<file path="src/hw/rtl/ipl_pkg.sv">
// Shared constants and register index codes for the incremental PID power limiter.
package ipl_pkg;

    localparam int POWER_BITS_DEF = 16;
    localparam int FRAC_BITS_DEF  = 16;
    localparam int GAIN_BITS      = 24;
    localparam int COEF_BITS      = 20;
    localparam int INC_BITS       = 32;
    localparam int CFG_IDX_BITS   = 3;

    typedef enum logic [CFG_IDX_BITS-1:0] {
        REG_POWER_LIMIT = 3'd0,
        REG_GAIN_P      = 3'd1,
        REG_GAIN_I      = 3'd2,
        REG_GAIN_D      = 3'd3,
        REG_COEF_MIN    = 3'd4,
        REG_COEF_MAX    = 3'd5
    } t_cfg_idx;

    localparam logic signed [INC_BITS-1:0] INC_MAX = {1'b0, {(INC_BITS-1){1'b1}}};
    localparam logic signed [INC_BITS-1:0] INC_MIN = {1'b1, {(INC_BITS-1){1'b0}}};

endpackage

</file>
<file path="src/hw/rtl/incremental_pid_power_limiter.sv">
// Incremental PID power limiter: top level with input stage, update logic and result stage.
//
// One request is taken per clock cycle while the output side is not stalled; its result is
// loaded into the output register at the edge where it leaves the input register. The rate
// is set by the single update stage, which forms three gain products, their sum, the floor
// shift and saturation, and the clamped coefficient between the input register and the result
// register; the error history and held coefficient are updated as a request leaves that
// stage, so the next request always sees them. A request with the meter flag low leaves the
// state alone and reports the held coefficient with a zero increment.
// Registers must be written through the plain write port while no request is in flight (unenforced by the block).
module incremental_pid_power_limiter #(
    parameter int POWER_BITS = ipl_pkg::POWER_BITS_DEF,
    parameter int FRAC_BITS  = ipl_pkg::FRAC_BITS_DEF
) (
    input  logic                                  i_clk,
    input  logic                                  i_rst_n,
    input  logic                                  i_cfg_we,
    input  logic [ipl_pkg::CFG_IDX_BITS-1:0]      i_cfg_idx,
    input  logic [((POWER_BITS > ipl_pkg::GAIN_BITS) ? POWER_BITS : ipl_pkg::GAIN_BITS)-1:0]
                                                  i_cfg_data,
    input  logic                                  i_in_valid,
    output logic                                  o_in_ready,
    input  logic [POWER_BITS-1:0]                 i_measured_power,
    input  logic                                  i_meter_ready,
    output logic                                  o_out_valid,
    input  logic                                  i_out_ready,
    output logic signed [ipl_pkg::COEF_BITS-1:0]  o_coefficient,
    output logic signed [ipl_pkg::INC_BITS-1:0]   o_increment,
    output logic                                  o_updated
);
    import ipl_pkg::*;

    localparam int ERR_W  = POWER_BITS + 2;
    localparam int DIF_W  = ERR_W + 2;
    localparam int PRD_W  = GAIN_BITS + DIF_W;
    localparam int SUM_W  = PRD_W + 2;
    localparam int HELD_W = (FRAC_BITS + 2 > COEF_BITS) ? FRAC_BITS + 2 : COEF_BITS;
    localparam int ACC_W  = ((HELD_W > INC_BITS) ? HELD_W : INC_BITS) + 1;

    // configuration
    logic        [POWER_BITS-1:0] r_power_limit;
    logic signed [GAIN_BITS-1:0]  r_gain_p;
    logic signed [GAIN_BITS-1:0]  r_gain_i;
    logic signed [GAIN_BITS-1:0]  r_gain_d;
    logic signed [COEF_BITS-1:0]  r_coef_min;
    logic signed [COEF_BITS-1:0]  r_coef_max;

    // control state
    logic signed [ERR_W-1:0]  r_err_now;
    logic signed [ERR_W-1:0]  r_err_last;
    logic signed [HELD_W-1:0] r_held;

    // input stage
    logic                  r_s1_valid;
    logic [POWER_BITS-1:0] r_s1_power;
    logic                  r_s1_meter;

    // result stage
    logic                         r_out_valid;
    logic signed [COEF_BITS-1:0]  r_out_coef;
    logic signed [INC_BITS-1:0]   r_out_inc;
    logic                         r_out_upd;

    logic s1_move;
    logic do_update;

    logic signed [ERR_W-1:0]  n_err_now;
    logic signed [DIF_W-1:0]  e0_x;
    logic signed [DIF_W-1:0]  e1_x;
    logic signed [DIF_W-1:0]  e2_x;
    logic signed [DIF_W-1:0]  d1;
    logic signed [DIF_W-1:0]  d2;
    logic signed [PRD_W-1:0]  prod_p;
    logic signed [PRD_W-1:0]  prod_i;
    logic signed [PRD_W-1:0]  prod_d;
    logic signed [SUM_W-1:0]  sum;
    logic signed [SUM_W-1:0]  shifted;
    logic signed [SUM_W-1:0]  sat_hi;
    logic signed [SUM_W-1:0]  sat_lo;
    logic signed [INC_BITS-1:0] inc;
    logic signed [ACC_W-1:0]  held_x;
    logic signed [ACC_W-1:0]  inc_x;
    logic signed [ACC_W-1:0]  acc;
    logic signed [ACC_W-1:0]  lo_x;
    logic signed [ACC_W-1:0]  hi_x;
    logic signed [HELD_W-1:0] n_held;

    // advance the input stage whenever the result register is empty or being drained
    assign s1_move    = r_s1_valid && (!r_out_valid || i_out_ready);
    assign o_in_ready = !r_s1_valid || s1_move;
    assign do_update  = s1_move && r_s1_meter;

    // error, first and second differences
    assign n_err_now = $signed({2'b00, r_power_limit}) - $signed({2'b00, r_s1_power});
    assign e0_x      = DIF_W'(n_err_now);
    assign e1_x      = DIF_W'(r_err_now);
    assign e2_x      = DIF_W'(r_err_last);
    assign d1        = e0_x - e1_x;
    assign d2        = e0_x - (e1_x <<< 1) + e2_x;

    assign prod_p = PRD_W'(r_gain_p) * PRD_W'(d1);
    assign prod_i = PRD_W'(r_gain_i) * PRD_W'(e0_x);
    assign prod_d = PRD_W'(r_gain_d) * PRD_W'(d2);
    assign sum    = SUM_W'(prod_p) + SUM_W'(prod_i) + SUM_W'(prod_d);

    // floor shift, then saturate to the increment width
    assign shifted = sum >>> FRAC_BITS;
    assign sat_hi  = SUM_W'(INC_MAX);
    assign sat_lo  = SUM_W'(INC_MIN);

    always_comb begin
        if (shifted > sat_hi) begin
            inc = INC_MAX;
        end else if (shifted < sat_lo) begin
            inc = INC_MIN;
        end else begin
            inc = shifted[INC_BITS-1:0];
        end
    end

    assign held_x = ACC_W'(r_held);
    assign inc_x  = ACC_W'(inc);
    assign acc    = held_x + inc_x;
    assign lo_x   = ACC_W'(r_coef_min);
    assign hi_x   = ACC_W'(r_coef_max);

    // when the bounds are inverted, a sum above the upper bound takes the upper bound and any other sum the lower bound
    always_comb begin
        if (acc > hi_x) begin
            n_held = hi_x[HELD_W-1:0];
        end else if (acc < lo_x) begin
            n_held = lo_x[HELD_W-1:0];
        end else begin
            n_held = acc[HELD_W-1:0];
        end
    end

    always_ff @(posedge i_clk) begin
        if (!i_rst_n) begin
            r_power_limit <= '0;
            r_gain_p      <= '0;
            r_gain_i      <= '0;
            r_gain_d      <= '0;
            r_coef_min    <= '0;
            r_coef_max    <= COEF_BITS'(HELD_W'(1) << FRAC_BITS);
        end else if (i_cfg_we) begin
            case (i_cfg_idx)
                REG_POWER_LIMIT: r_power_limit <= i_cfg_data[POWER_BITS-1:0];
                REG_GAIN_P:      r_gain_p      <= i_cfg_data[GAIN_BITS-1:0];
                REG_GAIN_I:      r_gain_i      <= i_cfg_data[GAIN_BITS-1:0];
                REG_GAIN_D:      r_gain_d      <= i_cfg_data[GAIN_BITS-1:0];
                REG_COEF_MIN:    r_coef_min    <= i_cfg_data[COEF_BITS-1:0];
                REG_COEF_MAX:    r_coef_max    <= i_cfg_data[COEF_BITS-1:0];
                default: ;
            endcase
        end
    end

    // the oldest error is only ever shifted out, so two taps of history are enough
    always_ff @(posedge i_clk) begin
        if (!i_rst_n) begin
            r_err_now  <= '0;
            r_err_last <= '0;
            r_held     <= HELD_W'(1) << FRAC_BITS;
        end else if (do_update) begin
            r_err_last <= r_err_now;
            r_err_now  <= n_err_now;
            r_held     <= n_held;
        end
    end

    always_ff @(posedge i_clk) begin
        if (!i_rst_n) begin
            r_s1_valid  <= 1'b0;
            r_out_valid <= 1'b0;
        end else begin
            if (o_in_ready) begin
                r_s1_valid <= i_in_valid;
            end
            if (s1_move) begin
                r_out_valid <= 1'b1;
            end else if (i_out_ready) begin
                r_out_valid <= 1'b0;
            end
        end
    end

    always_ff @(posedge i_clk) begin
        if (i_in_valid && o_in_ready) begin
            r_s1_power <= i_measured_power;
            r_s1_meter <= i_meter_ready;
        end
        if (s1_move) begin
            if (r_s1_meter) begin
                r_out_coef <= n_held[COEF_BITS-1:0];
                r_out_inc  <= inc;
                r_out_upd  <= 1'b1;
            end else begin
                r_out_coef <= r_held[COEF_BITS-1:0];
                r_out_inc  <= '0;
                r_out_upd  <= 1'b0;
            end
        end
    end

    assign o_out_valid   = r_out_valid;
    assign o_coefficient = r_out_coef;
    assign o_increment   = r_out_inc;
    assign o_updated     = r_out_upd;

endmodule
</file>
<file path="config.mk">
export PLATFORM = sky130hd
export DESIGN_NAME = incremental_pid_power_limiter
export DESIGN_NICKNAME = d
export VERILOG_FILES = /design/src/hw/rtl/ipl_pkg.sv /design/src/hw/rtl/incremental_pid_power_limiter.sv
export SDC_FILE = /design/constraint.sdc
export NUM_CORES = 2
export LEC_CHECK = 0
export BUFFER_PORTS_ARGS = -buffer_cell sky130_fd_sc_hd__buf_2
export CAP_MARGIN = 0
export CORE_MARGIN = 2
export CORE_UTILIZATION = 45
export CTS_CLUSTER_SIZE = 24
export DETAILED_ROUTE_END_ITERATION = 10
export MAX_ROUTING_LAYER = met4
export PLACE_DENSITY_LB_ADDON = 0.1
export RECOVER_POWER = 50
export SLEW_MARGIN = 30
export SYNTH_ARGS = -nofsm -noshare
export SYNTH_HDL_FRONTEND = slang
export SYNTH_SLANG_ARGS = --single-unit
</file>
<file path="constraint.sdc">
create_clock -name i_clk -period 15.4 [get_ports i_clk]
set_clock_uncertainty 0.05 [all_clocks]
set_input_delay 1.54 -clock i_clk [delete_from_list [all_inputs] [get_ports i_clk]]
set_output_delay 1.54 -clock i_clk [all_outputs]
set_load 0.1 [all_outputs]
</file>
Word level (Yosys, flattened, before mapping)
Index checks and enable logic that the tools add are counted.
Widths: inputs -> output; s select.
{"block": "totals", "ff_bits": 254, "latchBits": 0, "ramBits": 0, "romBits": 0, "input_bits": 49, "output_inout_bits": 55, "elab_cells": 58, "n_memories": 0}
{"block": "op_classes", "add_sub_neg": 7, "mul": 3, "div_mod_pow": 0, "order_cmp": 4, "n_eq_ne": 5, "n_shift": 0, "mux": 8, "n_bitwise": 0, "n_reduce_logical": 15}
{"op": "$mux 32", "n": 2}
{"op": "$mux 20", "n": 3}
{"op": "$add 43x44->45", "n": 1}
{"op": "$mul 24x20->44", "n": 1}
{"op": "$add 42x41->43", "n": 1}
{"op": "$mul 24x18->42", "n": 1}
{"op": "$mul 24x17->41", "n": 1}
{"op": "$add 20x32->33", "n": 1}
{"op": "$gt 33x20->1", "n": 1}
{"op": "$lt 33x20->1", "n": 1}
{"op": "$gt 29x32->1 const B", "n": 1}
{"op": "$lt 29x32->1 const B", "n": 1}
{"op": "$add 19x17->20", "n": 1}
{"op": "$sub 17x18->19", "n": 1}
{"op": "$sub 17x17->18", "n": 1}
{"op": "$sub 16x16->17", "n": 1}
{"op": "$reduce_and 2->1", "n": 6}
{"op": "$eq 3x2->1 const B", "n": 2}
{"op": "$eq 3x3->1 const B", "n": 2}
{"op": "$eq 3x1->1 const B", "n": 1}
{"op": "$logic_and 1x1->1", "n": 3}
{"op": "$logic_not 3->1", "n": 1}
{"op": "$mux 1", "n": 3}
{"op": "$logic_not 1->1", "n": 2}
{"op": "other kinds (2)", "n": 3}

Depth between registers and ports, before layout
{"block": "logic_depth", "depth_word": 13, "depth_mapped": 72}

Worst setup path after synthesis
Ideal clock, no wire load.
{"block": "synth_timing", "path_kind": "register -> register", "start": "register r_s1_power[0]", "end": "register r_out_coef[12] (netlist: o_coefficient[12]) (data pin)", "setup_ps": 266, "arrival_ps": 15546, "setup_slack_ps": -462, "path_stages_with_launch": 66, "n_path_buf": 4, "period_less_slack_ps": 15862, "cell_sequence": "edfxtp_1 ha_1 fa_1 nor2b_1 o21a_1 o21ai_0 a211o_1 nand2_1 nor2_1 xnor2_1 clkbuf_1 inv_1 fa_1 inv_1 ha_1 or2_2 or4_1 a21oi_1 [... 30 more ...] a211oi_2 o21ai_1 a221oi_2 o21ai_1 a21o_1 a211oi_1 nor2_1 ha_1 a21oi_1 nor2b_1 o21ai_1 a21oi_1 o41ai_1 o2111ai_1 clkbuf_1 and3_1 a211oi_1 o22ai_1"}
{"block": "synth_between", "elab_chain_cells": 13, "elab_cells_between_ends": 19, "cone_classes": "add/sub (7); mul (3); order compare (4); mux (5)"}
{"item": "start, declared", "line": "incremental_pid_power_limiter.sv:55", "rtl": "logic [POWER_BITS-1:0] r_s1_power;"}
{"item": "start signal, assigned", "line": "incremental_pid_power_limiter.sv:190", "rtl": "r_s1_power <= i_measured_power;"}
{"item": "$sub 16x16->17 *", "line": "incremental_pid_power_limiter.sv:94", "rtl": "assign n_err_now = $signed({2'b00, r_power_limit}) - $signed({2'b00, r_s1_power});"}
{"item": "named net n_err_now[10]", "line": "incremental_pid_power_limiter.sv:67", "rtl": "logic signed [ERR_W-1:0] n_err_now;"}
{"item": "$sub 17x17->18 or $sub 17x18->19 (tied branches)", "line": "incremental_pid_power_limiter.sv:98, incremental_pid_power_limiter.sv:99"}
{"item": "$mul 24x18->42 or $add 19x17->20 (tied branches)", "line": "incremental_pid_power_limiter.sv:101, incremental_pid_power_limiter.sv:99"}
{"item": "$add 42x41->43 or $mul 24x20->44 (tied branches)", "line": "incremental_pid_power_limiter.sv:104, incremental_pid_power_limiter.sv:103"}
{"item": "$add 43x44->45 *", "line": "incremental_pid_power_limiter.sv:104", "rtl": "assign sum = SUM_W'(prod_p) + SUM_W'(prod_i) + SUM_W'(prod_d);"}
{"item": "$lt 29x32->1", "line": "incremental_pid_power_limiter.sv:114", "rtl": "end else if (shifted < sat_lo) begin"}
{"item": "$mux 32", "line": "incremental_pid_power_limiter.sv:114"}
{"item": "$mux 32 *", "line": "incremental_pid_power_limiter.sv:112", "rtl": "if (shifted > sat_hi) begin"}
{"item": "$add 20x32->33 *", "line": "incremental_pid_power_limiter.sv:123", "rtl": "assign acc = held_x + inc_x;"}
{"item": "$lt 33x20->1", "line": "incremental_pid_power_limiter.sv:131", "rtl": "end else if (acc < lo_x) begin"}
{"item": "$mux 20", "line": "incremental_pid_power_limiter.sv:131"}
{"item": "$mux 20 *", "line": "incremental_pid_power_limiter.sv:129", "rtl": "if (acc > hi_x) begin"}
{"item": "$mux 20 *", "line": "incremental_pid_power_limiter.sv:194", "rtl": "if (r_s1_meter) begin"}
{"item": "end signal, assigned", "line": "incremental_pid_power_limiter.sv:195", "rtl": "r_out_coef <= n_held[COEF_BITS-1:0];"}
{"item": "end signal, assigned", "line": "incremental_pid_power_limiter.sv:199", "rtl": "r_out_coef <= r_held[COEF_BITS-1:0];"}
{"item": "end, declared", "line": "incremental_pid_power_limiter.sv:60", "rtl": "logic signed [COEF_BITS-1:0] r_out_coef;"}
Mark *: on every way through the listed nets, which the timed path passes. The rest lies on a longest branch.
A chain may end at the register's enable or synchronous reset.

Final worst setup path
{"block": "layout_timing", "start": "register r_s1_power[1]", "end": "register r_out_coef[9] (netlist: o_coefficient[9]) (data pin)"}
{"block": "layout_between", "elab_chain_cells": 13, "elab_cells_between_ends": 19, "cone_classes": "add/sub (7); mul (3); order compare (4); mux (5)"}
{"item": "$sub 16x16->17 *", "line": "incremental_pid_power_limiter.sv:94"}
{"item": "$sub 17x17->18 or $sub 17x18->19 (tied branches)", "line": "incremental_pid_power_limiter.sv:98, incremental_pid_power_limiter.sv:99"}
{"item": "$mul 24x18->42 or $add 19x17->20 (tied branches)", "line": "incremental_pid_power_limiter.sv:101, incremental_pid_power_limiter.sv:99"}
{"item": "$add 42x41->43 or $mul 24x20->44 (tied branches)", "line": "incremental_pid_power_limiter.sv:104, incremental_pid_power_limiter.sv:103"}
{"item": "$add 43x44->45 *", "line": "incremental_pid_power_limiter.sv:104"}
{"item": "$lt 29x32->1", "line": "incremental_pid_power_limiter.sv:114"}
{"item": "$mux 32", "line": "incremental_pid_power_limiter.sv:114"}
{"item": "$mux 32 *", "line": "incremental_pid_power_limiter.sv:112"}
{"item": "$add 20x32->33 *", "line": "incremental_pid_power_limiter.sv:123"}
{"item": "$lt 33x20->1", "line": "incremental_pid_power_limiter.sv:131"}
{"item": "$mux 20", "line": "incremental_pid_power_limiter.sv:131"}
{"item": "$mux 20 *", "line": "incremental_pid_power_limiter.sv:129"}
{"item": "$mux 20 *", "line": "incremental_pid_power_limiter.sv:194"}
Every way passes the cells marked *; elsewhere a longest branch is shown, timed or not.

==> reports/qor.yml <==
drt:
  ant_nets: 0
  vias: 49300
  routedWlPerCell_um: 21.7
  viasPerCell: 5.19
  finalWirelength_um: 206000
  route.detailed.drc: 0
  drt_iter0_drc: 3542
  drtPass1Iterations: 5
global_routing:
  grt_pass1_wl_um: 321000
  antenna_found_initial: 7
  globalRoute.totalOverflow: 0
  grt_use_met3: 0.0384
  track_usage: 0.295
  grt_max_degree: 104
  busiest_layer: "met2"
  met2_usage: 0.443
  use_met1: 0.425
  grt_pass1_vias: 52500
place:
  dpl_cell_area_um2: 71200
  gp_congestion: 0.927
  place_inst: 9382
  dp_hpwl_um: 175000
  port_buffers: 103
final_layout:
  final_common_cell: "inv_1"
  final_cells: 9510
  fin_area_um2: 74700
  final_core_util: 0.519
  final_cell_mix: "inv_1, fa_1, nand2_1, buf_4, ha_1"
  areaGrowthSynthToFinish_pct: 14.4
  drive_above_1_share: 0.143
  nets: 9549
synthesis:
  synth_cell_type_count: 81
  ys_top_cells_by_area: "fa_1, inv_1, nand2_1, ha_1, dfxtp_1"
  synth_edf_count: 68
  synth_top_area_share: 0.474
  ys_seq_area_frac: 0.0877
  synth_fp_nets: 9203
  ys_warn_count: 0
  synth_seq_cells: 252
  synthCells: 7231
  synth_area_um2: 65300
  synth_area_leader_cell: "fa_1"
  synth-async-reset-ratio: 0
  avgSynthCellArea_um2: 9.03
  synth_top_flop_cell: "dfxtp_1"
timing:
  grt_setup_unrepaired: "yes"
  fin_crit_sh: 0.995
  fin_crit_ns: 15.32
  hold_violations: 0
  slew_violations: 0
  whs_ns: 0.416
  setup_viol: 0
  maxSlewHeadroom: 0.321
  fmaxAchievable_mhz: 65.3
  worst_pin_slew_ns: 1.02
setup_path:
  critPathKind: "reg2reg"
  worstReg2RegStart: "r_s1_power[1]"
  path_buf_inv: 12
  start_kind: "flip-flop"
  end_kind: "flip-flop"
  rr_endpoint: "o_coefficient[9]"
  critical_path.max_fanout: 11
  reg2reg_setup_slack_ns: 0.08
  critPathTopFamily: "adder cells"
  required_ns: 15.67
  cpMostUsedCell: "fa_1"
  reg2reg_depth: 59
  cpPeakStageDelay_ns: 0.60
  cp.arrival_ns: 15.59
  critical_path.slowest_cell: "fa_2"
clock_network:
  holdBufCountCts: 0
  clockBufferDepth: 3
  htreeDepth: 2
  cts_inserted_buffers: 34
  tritoncts: "yes"
  insertion_delay_ns: 0.58
  clock-sinks: 252
  cts.reportedPaths.clkPinSlew_ns: 0.06
  cts_root_buffer: "clkbuf_16"
hold_path:
  hp-class: "reg2reg"
  min_from: "r_power_limit[0]"
  min_to: "r_power_limit[0]"
  hold_depth: 2
die:
  die-area_um2: 148000
  core_area_um2: 144000
  die_w_um: 385
  core.rowCount: 139
  io_pins: 104
  die_h_um: 385
  start_util: 0.454
run_status:
  outcome: "completed"
run:
  drv_cap: 0
==> worst max path at each step <==
stage / startpoint / cells past startpoint / end
2_1_floorplan: r_s1_power[1] / 65 / o_coefficient[12]
3_3_place_gp: r_power_limit[0] / 66 / o_coefficient[0]
3_5_place_dp: r_s1_power[0] / 68 / o_coefficient[12]
4_1_cts: r_s1_power[0] / 71 / o_coefficient[3]
5_1_grt: r_s1_power[0] / 69 / o_coefficient[3]
6_report: r_s1_power[1] / 59 / o_coefficient[9]
==> metal layers <==
layer	wire length, µm	vias up
met5	0	-
met4	5880	0
met3	12700	215
met2	92500	1286
li1	-	22100
met1	95000	25700
==> synthesized netlist by cell type, types with 17 or more instances <==
cell type / count
xnor2_1: 89
nor2b_1: 142
a21oi_1: 94
a21o_1: 37
a311oi_1: 19
a211oi_1: 21
clkbuf_1: 346
nor2_1: 91
inv_1: 1741
or2_2: 28
o311ai_0: 17
ha_1: 377
and3_1: 21
o2bb2a_1: 17
dfxtp_1: 184
o21ai_0: 109
xor2_1: 20
nor3_1: 41
and2_1: 310
edfxtp_1: 68
fa_1: 1546
nand3_1: 69
a31oi_1: 20
nand2_1: 1275
nand2b_1: 100
o211ai_1: 22
a21boi_0: 162
o21a_1: 22
==> cell families (layout without fill, tap and decap cells) <==
kind of cell | after synthesis | count (layout) | synth area share
other | 0 | 4 | 0
XOR/XNOR | 109 | 109 | 0.0146
multiplexers | 16 | 16 | 0.00265
buffers and inverters | 2111 | 2482 | 0.122
AND/OR/NAND/NOR | 2148 | 2149 | 0.153
flip-flops | 252 | 252 | 0.0877
AO/OA/AOI/OAI | 672 | 672 | 0.0733
adder cells (fa/ha/maj) | 1923 | 1923 | 0.547
==> repair_timing <==
item                       CTS  global route
gates cloned                 7             4
setup buffers               37            24
pin swaps                  128           118
resized for setup          183           233
setup endpoints to repair   40            40
==> worst reg2reg max path, delay by kind of cell, from the launching register on <==
family,cells,cell delay [ns]
AO/OA/AOI/OAI,20,4.13
XOR/XNOR,4,0.61
adder cells (fa/ha/maj),15,6.31
buffers and inverters,12,1.70
flip-flops,1,0.42
multiplexers,1,0.27
AND/OR/NAND/NOR,7,1.60
==> registers in the layout, indices dropped and copies added, names as in the netlist <==
| register | cells |
|---|---|
| r_s1_power | 16 |
| r_s1_meter | 1 |
| r_gain_i | 24 |
| r_s1_valid | 1 |
| r_err_last | 17 |
| o_coefficient | 20 |
| r_err_now | 17 |
| o_updated | 1 |
| r_held | 20 |
| r_coef_min | 20 |
| r_coef_max | 20 |
| r_power_limit | 16 |
| r_gain_p | 24 |
| r_gain_d | 24 |
| o_out_valid | 1 |
| o_increment | 30 |
==> stage by stage <==
step / TNS, ns / worst slack (ns)
after floorplan: 0 / 0.00251
after global placement: -23.65 / -0.769
after detailed placement: -25.78 / -0.810
after CTS: -1.07 / -0.0957
after global routing: -15.25 / -0.547
final: 0 / 0.0841
==> cell type report <==
type / count / area (µm²)
inverters: 1743 / 6550
repair buffers: 677 / 5420
clock buffers: 46 / 957
flip-flops and latches: 252 / 5750
clock inverters: 16 / 139
fillers: 13500 / 69200
multi-input cells: 4869 / 53500
well taps: 1903 / 2380
diodes: 4 / 10.0
Power is not shown: default switching activity piles up to over one toggle a cycle in this logic, so the estimate is an artifact.
